[config.mk]
export PLATFORM = sky130hd
export DESIGN_NAME = websocket_frame_deframer_top
export DESIGN_NICKNAME = d
export VERILOG_FILES = /design/src/hdl/wsfd_pkg.sv /design/src/hdl/websocket_frame_deframer_top.sv
export SDC_FILE = /design/constraint.sdc
export NUM_CORES = 1
export LEC_CHECK = 0
export BUFFER_PORTS_ARGS = -buffer_cell sky130_fd_sc_hd__buf_2
export CELL_PAD_IN_SITES_DETAIL_PLACEMENT = 1
export CELL_PAD_IN_SITES_GLOBAL_PLACEMENT = 1
export CORE_AREA = 2 2 119 179
export CTS_CLUSTER_SIZE = 16
export DETAILED_ROUTE_END_ITERATION = 6
export DIE_AREA = 0 0 121 181
export GPL_TIMING_DRIVEN = 0
export PLACE_DENSITY = 0.8
export SYNTH_ARGS = -nofsm -noshare
export SYNTH_HDL_FRONTEND = slang
export SYNTH_SLANG_ARGS = --single-unit
[constraint.sdc]
create_clock -name clk_i -period 5.4 [get_ports clk_i]
set_input_delay 0.54 -clock clk_i [delete_from_list [all_inputs] [get_ports clk_i]]
set_output_delay 0.54 -clock clk_i [all_outputs]
set_load 0.05 [all_outputs]
[src/hdl/wsfd_pkg.sv]
// Shared types and constants for the WebSocket frame deframer
`timescale 1ns / 1ps

package wsfd_pkg;

  // Result kinds
  localparam logic [1:0] KindData      = 2'd0;
  localparam logic [1:0] KindPingByte  = 2'd1;
  localparam logic [1:0] KindEmptyPing = 2'd2;
  localparam logic [1:0] KindClose     = 2'd3;

  // Frame opcodes
  localparam logic [3:0] OpCont  = 4'h0;
  localparam logic [3:0] OpBin   = 4'h2;
  localparam logic [3:0] OpClose = 4'h8;
  localparam logic [3:0] OpPing  = 4'h9;
  localparam logic [3:0] OpPong  = 4'hA;

  // Length codes of the second header byte and the ping payload limit
  localparam logic [6:0]  Len7Ext16 = 7'd126;
  localparam logic [6:0]  Len7Ext64 = 7'd127;
  localparam logic [63:0] PingMax   = 64'd125;

  // Configuration port
  localparam int unsigned PAddrW = 3;
  localparam int unsigned PDataW = 32;
  localparam logic        RegWsMode = 1'b0;  // register index, paddr[2]

  // Parser phase
  typedef enum logic [7:0] {
    PhHdr0   = 8'b0000_0001,
    PhHdr1   = 8'b0000_0010,
    PhExt16  = 8'b0000_0100,
    PhExt64  = 8'b0000_1000,
    PhMask   = 8'b0001_0000,
    PhData   = 8'b0010_0000,
    PhSkip   = 8'b0100_0000,
    PhClosed = 8'b1000_0000
  } phase_e;

endpackage

[src/hdl/websocket_frame_deframer_top.sv]
// WebSocket receive deframer: header parse, unmasking and control events
`timescale 1ns / 1ps

// Receive-side WebSocket deframer. Bytes arrive on the rx channel one per
// transfer. With ws_mode (APB register at byte address 0, bit 0) clear every
// byte leaves as a data byte. With ws_mode set the block parses client frame
// headers (opcode, mask bit, 7/16/64-bit big-endian length, 4-byte mask key)
// and emits binary and continuation payload unmasked, ping payloads of up to
// 125 bytes raw with ping_last on the final byte, an empty-ping event for a
// zero-length ping and a close event at the end of a close frame; after close
// every byte is dropped until reset. Pongs, oversized pings and unknown
// opcodes are consumed silently. Throughput is one byte per clock while the
// result side does not stall: a byte sits in the input register, and when it
// advances the parser state and the result register are updated from it; the
// result is then offered from the result register.
// The input register lets the next byte be taken while a result waits behind
// out_stall_i. Write ws_mode only while the block is idle.
module websocket_frame_deframer_top
  import wsfd_pkg::*;
(
  input  logic              clk_i,
  input  logic              rst_ni,

  // Received byte channel
  input  logic              in_valid_i,
  output logic              in_stall_o,
  input  logic [7:0]        rx_byte_i,

  // Result channel
  output logic              out_valid_o,
  input  logic              out_stall_i,
  output logic [1:0]        kind_o,
  output logic [7:0]        out_byte_o,
  output logic              ping_last_o,

  // APB configuration port
  input  logic              psel,
  input  logic              penable,
  input  logic              pwrite,
  input  logic [PAddrW-1:0] paddr,
  input  logic [PDataW-1:0] pwdata,
  output logic [PDataW-1:0] prdata,
  output logic              pready
);

  // ---------------------------------------------------------------------------
  // Configuration
  // ---------------------------------------------------------------------------
  logic ws_mode_q;
  logic cfg_wr;

  assign pready = 1'b1;
  assign cfg_wr = psel && penable && pwrite && (paddr[2] == RegWsMode);

  always_ff @(posedge clk_i or negedge rst_ni) begin
    if (!rst_ni) begin
      ws_mode_q <= 1'b0;
    end else if (cfg_wr) begin
      ws_mode_q <= pwdata[0];
    end
  end

  always_comb begin
    prdata = '0;
    if (paddr[2] == RegWsMode) begin
      prdata[0] = ws_mode_q;
    end
  end

  // ---------------------------------------------------------------------------
  // Input register and handshake
  // ---------------------------------------------------------------------------
  logic       in_vq;
  logic [7:0] in_byte_q;
  logic       advance;
  logic       out_vq;

  // The held byte is processed whenever the result register can take a result
  assign advance    = in_vq && (!out_vq || !out_stall_i);
  assign in_stall_o = in_vq && !advance;

  always_ff @(posedge clk_i or negedge rst_ni) begin
    if (!rst_ni) begin
      in_vq <= 1'b0;
    end else if (in_valid_i && !in_stall_o) begin
      in_vq <= 1'b1;
    end else if (advance) begin
      in_vq <= 1'b0;
    end
  end

  always_ff @(posedge clk_i) begin
    if (in_valid_i && !in_stall_o) begin
      in_byte_q <= rx_byte_i;
    end
  end

  // ---------------------------------------------------------------------------
  // Parser state
  // ---------------------------------------------------------------------------
  phase_e      phase_q,  phase_d;
  logic [3:0]  opcode_q, opcode_d;
  logic        masked_q, masked_d;
  logic [63:0] len_q,    len_d;
  logic [2:0]  hcnt_q,   hcnt_d;
  logic [7:0]  key_q [4];
  logic [7:0]  key_d [4];
  logic [1:0]  midx_q,   midx_d;

  logic        emit;
  logic [1:0]  res_kind;
  logic [7:0]  res_byte;
  logic        res_last;
  logic        hdr_done;    // length known this byte
  logic        start;       // header complete, pick payload handling
  logic        len_last;    // payload byte is the final one
  logic        ext_last;

  assign len_last = (len_q == 64'd1);

  always_comb begin
    phase_d  = phase_q;
    opcode_d = opcode_q;
    masked_d = masked_q;
    len_d    = len_q;
    hcnt_d   = hcnt_q;
    key_d    = key_q;
    midx_d   = midx_q;
    emit     = 1'b0;
    res_kind = KindData;
    res_byte = 8'h00;
    res_last = 1'b0;
    hdr_done = 1'b0;
    start    = 1'b0;
    ext_last = 1'b0;

    if (!ws_mode_q) begin
      // passthrough leaves the parse untouched
      emit     = 1'b1;
      res_byte = in_byte_q;
    end else begin
      unique case (phase_q)
        PhHdr0: begin
          opcode_d = in_byte_q[3:0];
          phase_d  = PhHdr1;
        end
        PhHdr1: begin
          masked_d = in_byte_q[7];
          hcnt_d   = 3'd0;
          if (in_byte_q[6:0] == Len7Ext16) begin
            len_d   = '0;
            phase_d = PhExt16;
          end else if (in_byte_q[6:0] == Len7Ext64) begin
            len_d   = '0;
            phase_d = PhExt64;
          end else begin
            len_d    = {57'd0, in_byte_q[6:0]};
            hdr_done = 1'b1;
          end
        end
        PhExt16, PhExt64: begin
          len_d    = {len_q[55:0], in_byte_q};
          ext_last = (phase_q == PhExt16) ? (hcnt_q == 3'd1) : (hcnt_q == 3'd7);
          if (ext_last) begin
            hcnt_d   = 3'd0;
            hdr_done = 1'b1;
          end else begin
            hcnt_d = hcnt_q + 3'd1;
          end
        end
        PhMask: begin
          key_d[hcnt_q[1:0]] = in_byte_q;
          if (hcnt_q[1:0] == 2'd3) begin
            hcnt_d = 3'd0;
            midx_d = 2'd0;
            start  = 1'b1;
          end else begin
            hcnt_d = hcnt_q + 3'd1;
          end
        end
        PhData: begin
          len_d = len_q - 64'd1;
          if (len_last) begin
            phase_d = PhHdr0;
          end
          emit = 1'b1;
          if (opcode_q == OpPing) begin
            res_kind = KindPingByte;
            res_byte = in_byte_q;
            res_last = len_last;
          end else if (masked_q) begin
            res_byte = in_byte_q ^ key_q[midx_q];
            midx_d   = midx_q + 2'd1;
          end else begin
            res_byte = in_byte_q;
          end
        end
        PhSkip: begin
          len_d = len_q - 64'd1;
          if (len_last) begin
            if (opcode_q == OpClose) begin
              phase_d  = PhClosed;
              emit     = 1'b1;
              res_kind = KindClose;
            end else begin
              phase_d = PhHdr0;
            end
          end
        end
        PhClosed: begin
          // everything after a close is dropped
        end
        default: begin
        end
      endcase

      // length field finished: mask key next, or the payload directly
      if (hdr_done) begin
        if (masked_d) begin
          phase_d = PhMask;
          hcnt_d  = 3'd0;
        end else begin
          start = 1'b1;
        end
      end

      if (start) begin
        if (opcode_q == OpClose) begin
          if (len_d == '0) begin
            phase_d  = PhClosed;
            emit     = 1'b1;
            res_kind = KindClose;
          end else begin
            phase_d = PhSkip;
          end
        end else if (opcode_q == OpPing) begin
          if (len_d == '0) begin
            phase_d  = PhHdr0;
            emit     = 1'b1;
            res_kind = KindEmptyPing;
          end else begin
            phase_d = (len_d > PingMax) ? PhSkip : PhData;
          end
        end else if (len_d == '0) begin
          phase_d = PhHdr0;
        end else begin
          phase_d = (opcode_q == OpBin || opcode_q == OpCont) ? PhData : PhSkip;
        end
      end
    end
  end

  always_ff @(posedge clk_i or negedge rst_ni) begin
    if (!rst_ni) begin
      phase_q  <= PhHdr0;
      opcode_q <= 4'h0;
      masked_q <= 1'b0;
      len_q    <= '0;
      hcnt_q   <= 3'd0;
      key_q    <= '{default: 8'h00};
      midx_q   <= 2'd0;
    end else if (advance) begin
      phase_q  <= phase_d;
      opcode_q <= opcode_d;
      masked_q <= masked_d;
      len_q    <= len_d;
      hcnt_q   <= hcnt_d;
      key_q    <= key_d;
      midx_q   <= midx_d;
    end
  end

  // ---------------------------------------------------------------------------
  // Result register
  // ---------------------------------------------------------------------------
  logic [1:0] out_kind_q;
  logic [7:0] out_byte_q;
  logic       out_last_q;

  always_ff @(posedge clk_i or negedge rst_ni) begin
    if (!rst_ni) begin
      out_vq <= 1'b0;
    end else if (advance && emit) begin
      out_vq <= 1'b1;
    end else if (!out_stall_i) begin
      out_vq <= 1'b0;
    end
  end

  always_ff @(posedge clk_i) begin
    if (advance && emit) begin
      out_kind_q <= res_kind;
      out_byte_q <= res_byte;
      out_last_q <= res_last;
    end
  end

  assign out_valid_o = out_vq;
  assign kind_o      = out_kind_q;
  assign out_byte_o  = out_byte_q;
  assign ping_last_o = out_last_q;

endmodule

# Word level (Yosys, flattened, before mapping)
# Index checks and enable logic that the tools add are counted.
# word_totals
reg_bits,136
inputBits,50
output_inout_bits,46
# classes
addsub,3
magnitude_cmp,4
n_eq_ne,20
muxes,74
bitwise_logic,4
reduce_logical,25
# op_table
op,n
$pmux 64 s3,1
$mux 8,18
$eq 64x1->1 const B,1
$gt 64x7->1 const B,1
$logic_not 64->1,1
$mux 64,1
$sub 64x1->64 const B,1
$mux 7,6
$bwmux 32,1
$pmux 8 s4,1
$mux 1,25
$mux 2,10
$bmux 8 s2,1
$demux 8 s2,1
$eq 7x7->1 const B,2
$mux 3,4
$pmux 3 s3,1
$reduce_and 3->1,3
$eq 4x4->1 const B,2
$eq 8x1->1 const B,1
$eq 8x2->1 const B,1
$eq 8x3->1 const B,1
$eq 8x4->1 const B,1
$eq 8x5->1 const B,1
25 further kinds,44

# Logic depth before layout (Yosys ltp)
# logic_depth
ltp_word,13
ltp_mapped,14

# Worst setup path after synthesis
# OpenSTA, ideal clock, no wires.
# synth_path
kind,reg-to-reg
startpoint,reg len_q[49]
endpoint,"reg out_kind_q[0] (netlist: kind_o[0]), enable pin"
t_arrival_ns,3.776
t_required_ns,5.020
slack_ns,1.244
path_stages_with_launch,13
n_path_buf,2
synth_period_minus_slack_ns,4.156
cell_sequence,dfrtp_1 clkbuf_1 or3_1 clkbuf_1 nor4_1 nand3b_1 nor4_1 xnor2_1 a21oi_1 or4_4 nor4_4 nand3b_2 o21ai_1
# synth_via
elab_chain_cells,10
word_cells_on_any_way,13
cone_classes,add/sub: 1; eq/ne: 1; mux: 9; reduce/logical: 2
# synth_lines
element,line_no,text
from (decl),websocket_frame_deframer_top.sv:104,"logic [63:0] len_q, len_d;"
from (signal assigned),websocket_frame_deframer_top.sv:266,len_q <= len_d;
$sub 64x1->64,"websocket_frame_deframer_top.sv:182, websocket_frame_deframer_top.sv:199",
$pmux 64 s3,websocket_frame_deframer_top.sv:142,unique case (phase_q)
$mux 64,websocket_frame_deframer_top.sv:137,if (!ws_mode_q) begin
$logic_not 64->1,"websocket_frame_deframer_top.sv:229, websocket_frame_deframer_top.sv:237",
$mux 1,"websocket_frame_deframer_top.sv:229, websocket_frame_deframer_top.sv:237",
$mux 1,websocket_frame_deframer_top.sv:236,end else if (opcode_q == OpPing) begin
$mux 1,websocket_frame_deframer_top.sv:228,if (opcode_q == OpClose) begin
$mux 1 (*),websocket_frame_deframer_top.sv:227,if (start) begin
$mux 1 (*),websocket_frame_deframer_top.sv:137,
$logic_and 1x1->1 (*),websocket_frame_deframer_top.sv:291,if (advance && emit) begin
to (signal assigned),websocket_frame_deframer_top.sv:292,out_kind_q <= res_kind;
to (decl),websocket_frame_deframer_top.sv:276,logic [1:0] out_kind_q;
# Every way passes the cells marked *; elsewhere a longest branch is shown, timed or not. The select of a mux whose other input is x is not followed.
# A chain may end at the register's enable or synchronous reset.

# Final worst setup path
# layout_path
startpoint,reg phase_q[3]
endpoint,"reg out_byte_q[1] (netlist: out_byte_o[1]), enable pin"
# layout_via
elab_chain_cells,11
word_cells_on_any_way,28
cone_classes,eq/ne: 6; mux: 18; reduce/logical: 4
# layout_lines
element,line_no,text
from (decl),websocket_frame_deframer_top.sv:101,"phase_e phase_q, phase_d;"
from (signal assigned),websocket_frame_deframer_top.sv:255,phase_q <= PhHdr0;
from (signal assigned),websocket_frame_deframer_top.sv:263,phase_q <= phase_d;
$eq 8x7->1 (tied with other cells),websocket_frame_deframer_top.sv:142,
$reduce_or 2->1 (on tied branches),-,
$pmux 64 s3,websocket_frame_deframer_top.sv:142,
$mux 64,websocket_frame_deframer_top.sv:137,
$logic_not 64->1,"websocket_frame_deframer_top.sv:229, websocket_frame_deframer_top.sv:237",
$mux 1,"websocket_frame_deframer_top.sv:229, websocket_frame_deframer_top.sv:237",
$mux 1,websocket_frame_deframer_top.sv:236,
$mux 1,websocket_frame_deframer_top.sv:228,
$mux 1 (*),websocket_frame_deframer_top.sv:227,
$mux 1 (*),websocket_frame_deframer_top.sv:137,
$logic_and 1x1->1 (*),websocket_frame_deframer_top.sv:291,
to (signal assigned),websocket_frame_deframer_top.sv:293,out_byte_q <= res_byte;
to (decl),websocket_frame_deframer_top.sv:277,logic [7:0] out_byte_q;
# Marked as above.

==> results.toml <==
[run_status]
status = "finished clean"

[layout]
area_delta_synth_final_pct = 14.6
final_cell_area_um2 = 10500
drive_gt1_share_pct = 17.2
n_antenna_cell = 0
nets = 1199

[clocking]
clock-root-buffer = "clkbuf_16"
clock_latency_ps = 450
cts_tree = "built"
cts_sinks = 136
h-tree-depth = 4
clk_pin_slew_worst_paths_ps = 70
clk_path_buf_depth = 2
numCtsBuffers = 17

[sta]
fmax_mhz = 189
setup_tns_ps = 0
period_minus_slack_ps = 5290
fin_crit_sh_pct = 98.0
finalHoldViolations = 0
rsz0062_at_grt = "no"
worstMarginPinSlew_ps = 1180
setup_violations = 0
final-max-slew-violation-count = 0
skew_ps = 15.8
max-slew-margin-rel_pct = 20.5

[routing]
avgRoutedWirePerCell_um = 29.5
vias_per_cell = 6.74
drc = 0
firstDrtPassIters = 5
wirelength_um = 41900
drtIter0Drc = 842
ant_nets = 0
via_count = 9560

[synthesis]
synth_top_cell_by_area = "dfrtp_1"
yosysWarnings = 0
async_flop_share_pct = 86.0
yosys_most_used_dff = "dfrtp_1"
yosys-top-cells-area = "dfrtp_1 (32%), edfxtp_1 (6.2%), nand2_1 (5.9%)"
synthDistinctLibCells = 83
synth_edf_count = 19
synth_top_area_share_pct = 31.6
ys_ff_latch = 136
syn-instance-count = 1056
synth_area_um2 = 9190
yosysSeqAreaShare_pct = 38.1
synth_area_per_cell_um2 = 8.70

[critical_path]
crit_chain = "clkbuf_1 -> nor4_4 -> nand3_1 -> clkbuf_1 -> nand3_1 -> buf_2 -> a31oi_1 -> a21oi_1 -> nor4bb_1 -> nand4_1 -> nor4_4 -> nand3b_2 -> o21ai_4 -> buf_12"
cpPeakStageDelay_ps = 570
cp_max_fo = 11
cp_top_family = "simple AND/OR/NAND/NOR gates"
worst-path-buf-inv = 4
cpMaxStageDelayCell = "nor4_4"
criticalPathCategory = "reg -> reg"
setup.worst_path.end_class = "register"
arrival_ps = 5450
start_kind = "register"
cp.required_ps = 5560

[floorplanning]
rows = 64
ioPinCount = 96
dieArea_um2 = 21900
start_util_pct = 45.3
core_um2 = 20300
die_width_um = 121
die_h_um = 181

[pwr]
clkPwrFrac_pct = 22.9
p_sw_share_pct = 48.7
power.density_nw_per_um2 = 517
vdd_drop_max_v = 0.000321
switching_power_mw = 2.65
internal_power_mw = 2.79
power.leakage_nw = 4.34
pwr-share-seq_pct = 28.5
comb_power_share_pct = 48.6

[min_path]
hold_class = "in -> async"

[job]
max_cap_viol_count = 0

[placement]
gp_congestion = 1.05
port_buffers = 30
dp_hpwl_um = 30300
dpl_cell_area_um2 = 9830

[global_route]
antenna_found_initial = 1
grt_max_degree = 69
grt_usage_pct = 38.8
grt_pass1_vias = 9760
grt_pass1_wl_um = 61700
grt_overflow = 0
stage by stage:
step | std cells | util (%) | hold WS [ps] | worst slack [ps] | total power [mW]
2_1_floorplan | 1086 | - | 244 | 1240 | 3.06
6_report | 1419 | 51.9 | 39.2 | 110 | 5.44
3_5_place_dp | 1383 | 48.5 | 492 | -682 | 4.03
5_1_grt | 1419 | 51.9 | 85.1 | 100 | 5.61
4_1_cts | 1415 | 51.7 | 70.6 | 13.7 | 5.33
3_3_place_gp | 1380 | 48.3 | 481 | -1290 | 3.96
final cells by class:
cell class / count / area (um^2)
Buffer: 111 / 614
Clock inverter: 12 / 139
Timing Repair Buffer: 37 / 243
Fill cell: 2392 / 9740
Clock buffer: 20 / 468
Tap cell: 264 / 330
Multi-Input combinational cell: 825 / 5180
Sequential cell: 136 / 3500
Inverter: 14 / 52.6
per-layer routing:
| layer | wire length [um] | share of wire (%) | up-vias | track usage [%] |
|---|---|---|---|---|
| li1 | - | - | 4053 | - |
| met2 | 20700 | 49 | 553 | 65.3 |
| met1 | 14100 | 34 | 4730 | 41.1 |
| met3 | 2970 | 7.1 | 224 | 7.42 |
| met4 | 4160 | 9.9 | 0 | 32.4 |
| met5 | 0 | 0 | - | 0 |
Yosys cell counts (8+ instances only):
library cell and number:
nand2_1 145, dfrtp_1 116, o21ai_0 85, nor2_1 81, clkbuf_1 58, a21oi_1 44, nor3_1 44, mux2_2 43
buf_4 36, nand3_1 33, nor4_1 28, nand4_1 22, edfxtp_1 19, or3_1 17, a31oi_1 16, xor2_1 15
a22oi_1 14, inv_1 14, a221oi_1 11, and3_1 10, mux4_2 8, xnor2_1 8
final timing paths:
kind | startpoint | slack, ps | to | depth (start not counted)
setup / recovery | phase_q[3]$_DFFE_PN0P_ | 110 | out_byte_o[1]$_DFFE_PP_ | 14
min in group clk_i | rx_byte_i[7] | 270 | in_byte_q[7]$_DFFE_PP_ | 1
hold / removal | rst_ni | 40 | len_q[30]$_DFFE_PN0P_ | 1
hold reg to reg | key_q[9]$_DFFE_PN0P_ | 510 | key_q[9]$_DFFE_PN0P_ | 1
setup reg to reg | phase_q[3]$_DFFE_PN0P_ | 110 | out_byte_o[1]$_DFFE_PP_ | 14
max in group asynchronous | rst_ni | 4610 | opcode_q[0]$_DFFE_PN0P_ | 2
state kept, by name, indices dropped and copies added, names as in the netlist:
name and cells:
hcnt_q 3, in_vq 1, kind_o 2, out_valid_o 1, midx_q 2, ping_last_o 1
phase_q 8, out_byte_o 8, opcode_q 4, ws_mode_q 1, key_q 32, masked_q 1
in_byte_q 8, len_q 64
repair_timing:
item                       in CTS  in global routing
hold endpoints to repair        0                  0
gates resized for setup         7                  1
hold buffers                    0                  0
pin swaps                       0                  2
setup buffers                   0                  4
setup endpoints to repair      11                 11
power groups by stage:
stage | Sequential, mW | Combinational (mW) | Clock [mW]
6_report | 1.55 | 2.64 | 1.25
2_1_floorplan | 1.51 | 1.55 | 0
5_1_grt | 1.57 | 2.75 | 1.29
3_5_place_dp | 1.54 | 2.48 | 0
4_1_cts | 1.54 | 2.54 | 1.25
3_3_place_gp | 1.53 | 2.43 | 0
cell usage in the layout, fill, tap and decap left out, drive strengths merged, types with 9 or more instances in the layout:
| cell type | synthesis | routed |
|---|---|---|
| o21ai | 89 | 89 |
| buf | 51 | 88 |
| inv | 14 | 17 |
| clkbuf | 60 | 80 |
| nand4 | 22 | 22 |
| a31oi | 16 | 16 |
| xnor2 | 9 | 9 |
| dfrtp | 116 | 116 |
| nor2 | 81 | 81 |
| or3 | 18 | 18 |
| xor2 | 15 | 15 |
| nand2 | 145 | 145 |
| a22oi | 14 | 14 |
| conb | 2 | 32 |
| or4 | 9 | 9 |
| a221oi | 11 | 11 |
| mux2 | 43 | 43 |
| and3 | 10 | 10 |
| nor4 | 36 | 36 |
| a21oi | 44 | 44 |
| nand3 | 33 | 33 |
| edfxtp | 19 | 19 |
| nor3 | 45 | 45 |
kinds of logic after synthesis:
logic type                 count (synthesis)  share of synthesized area [%]
AOI/OAI and AO/OA                        249                           17.6
xor gates and xnor gates                  24                           2.37
adders and majority gates                  7                          0.954
buffers and inverters                    125                           7.23
DFF                                      136                           38.1
muxes                                     58                           8.00
other                                      2                         0.0818
and+or+nand+nor                          455                           25.7
No activity file was read; power rests on OpenSTA's default activity.
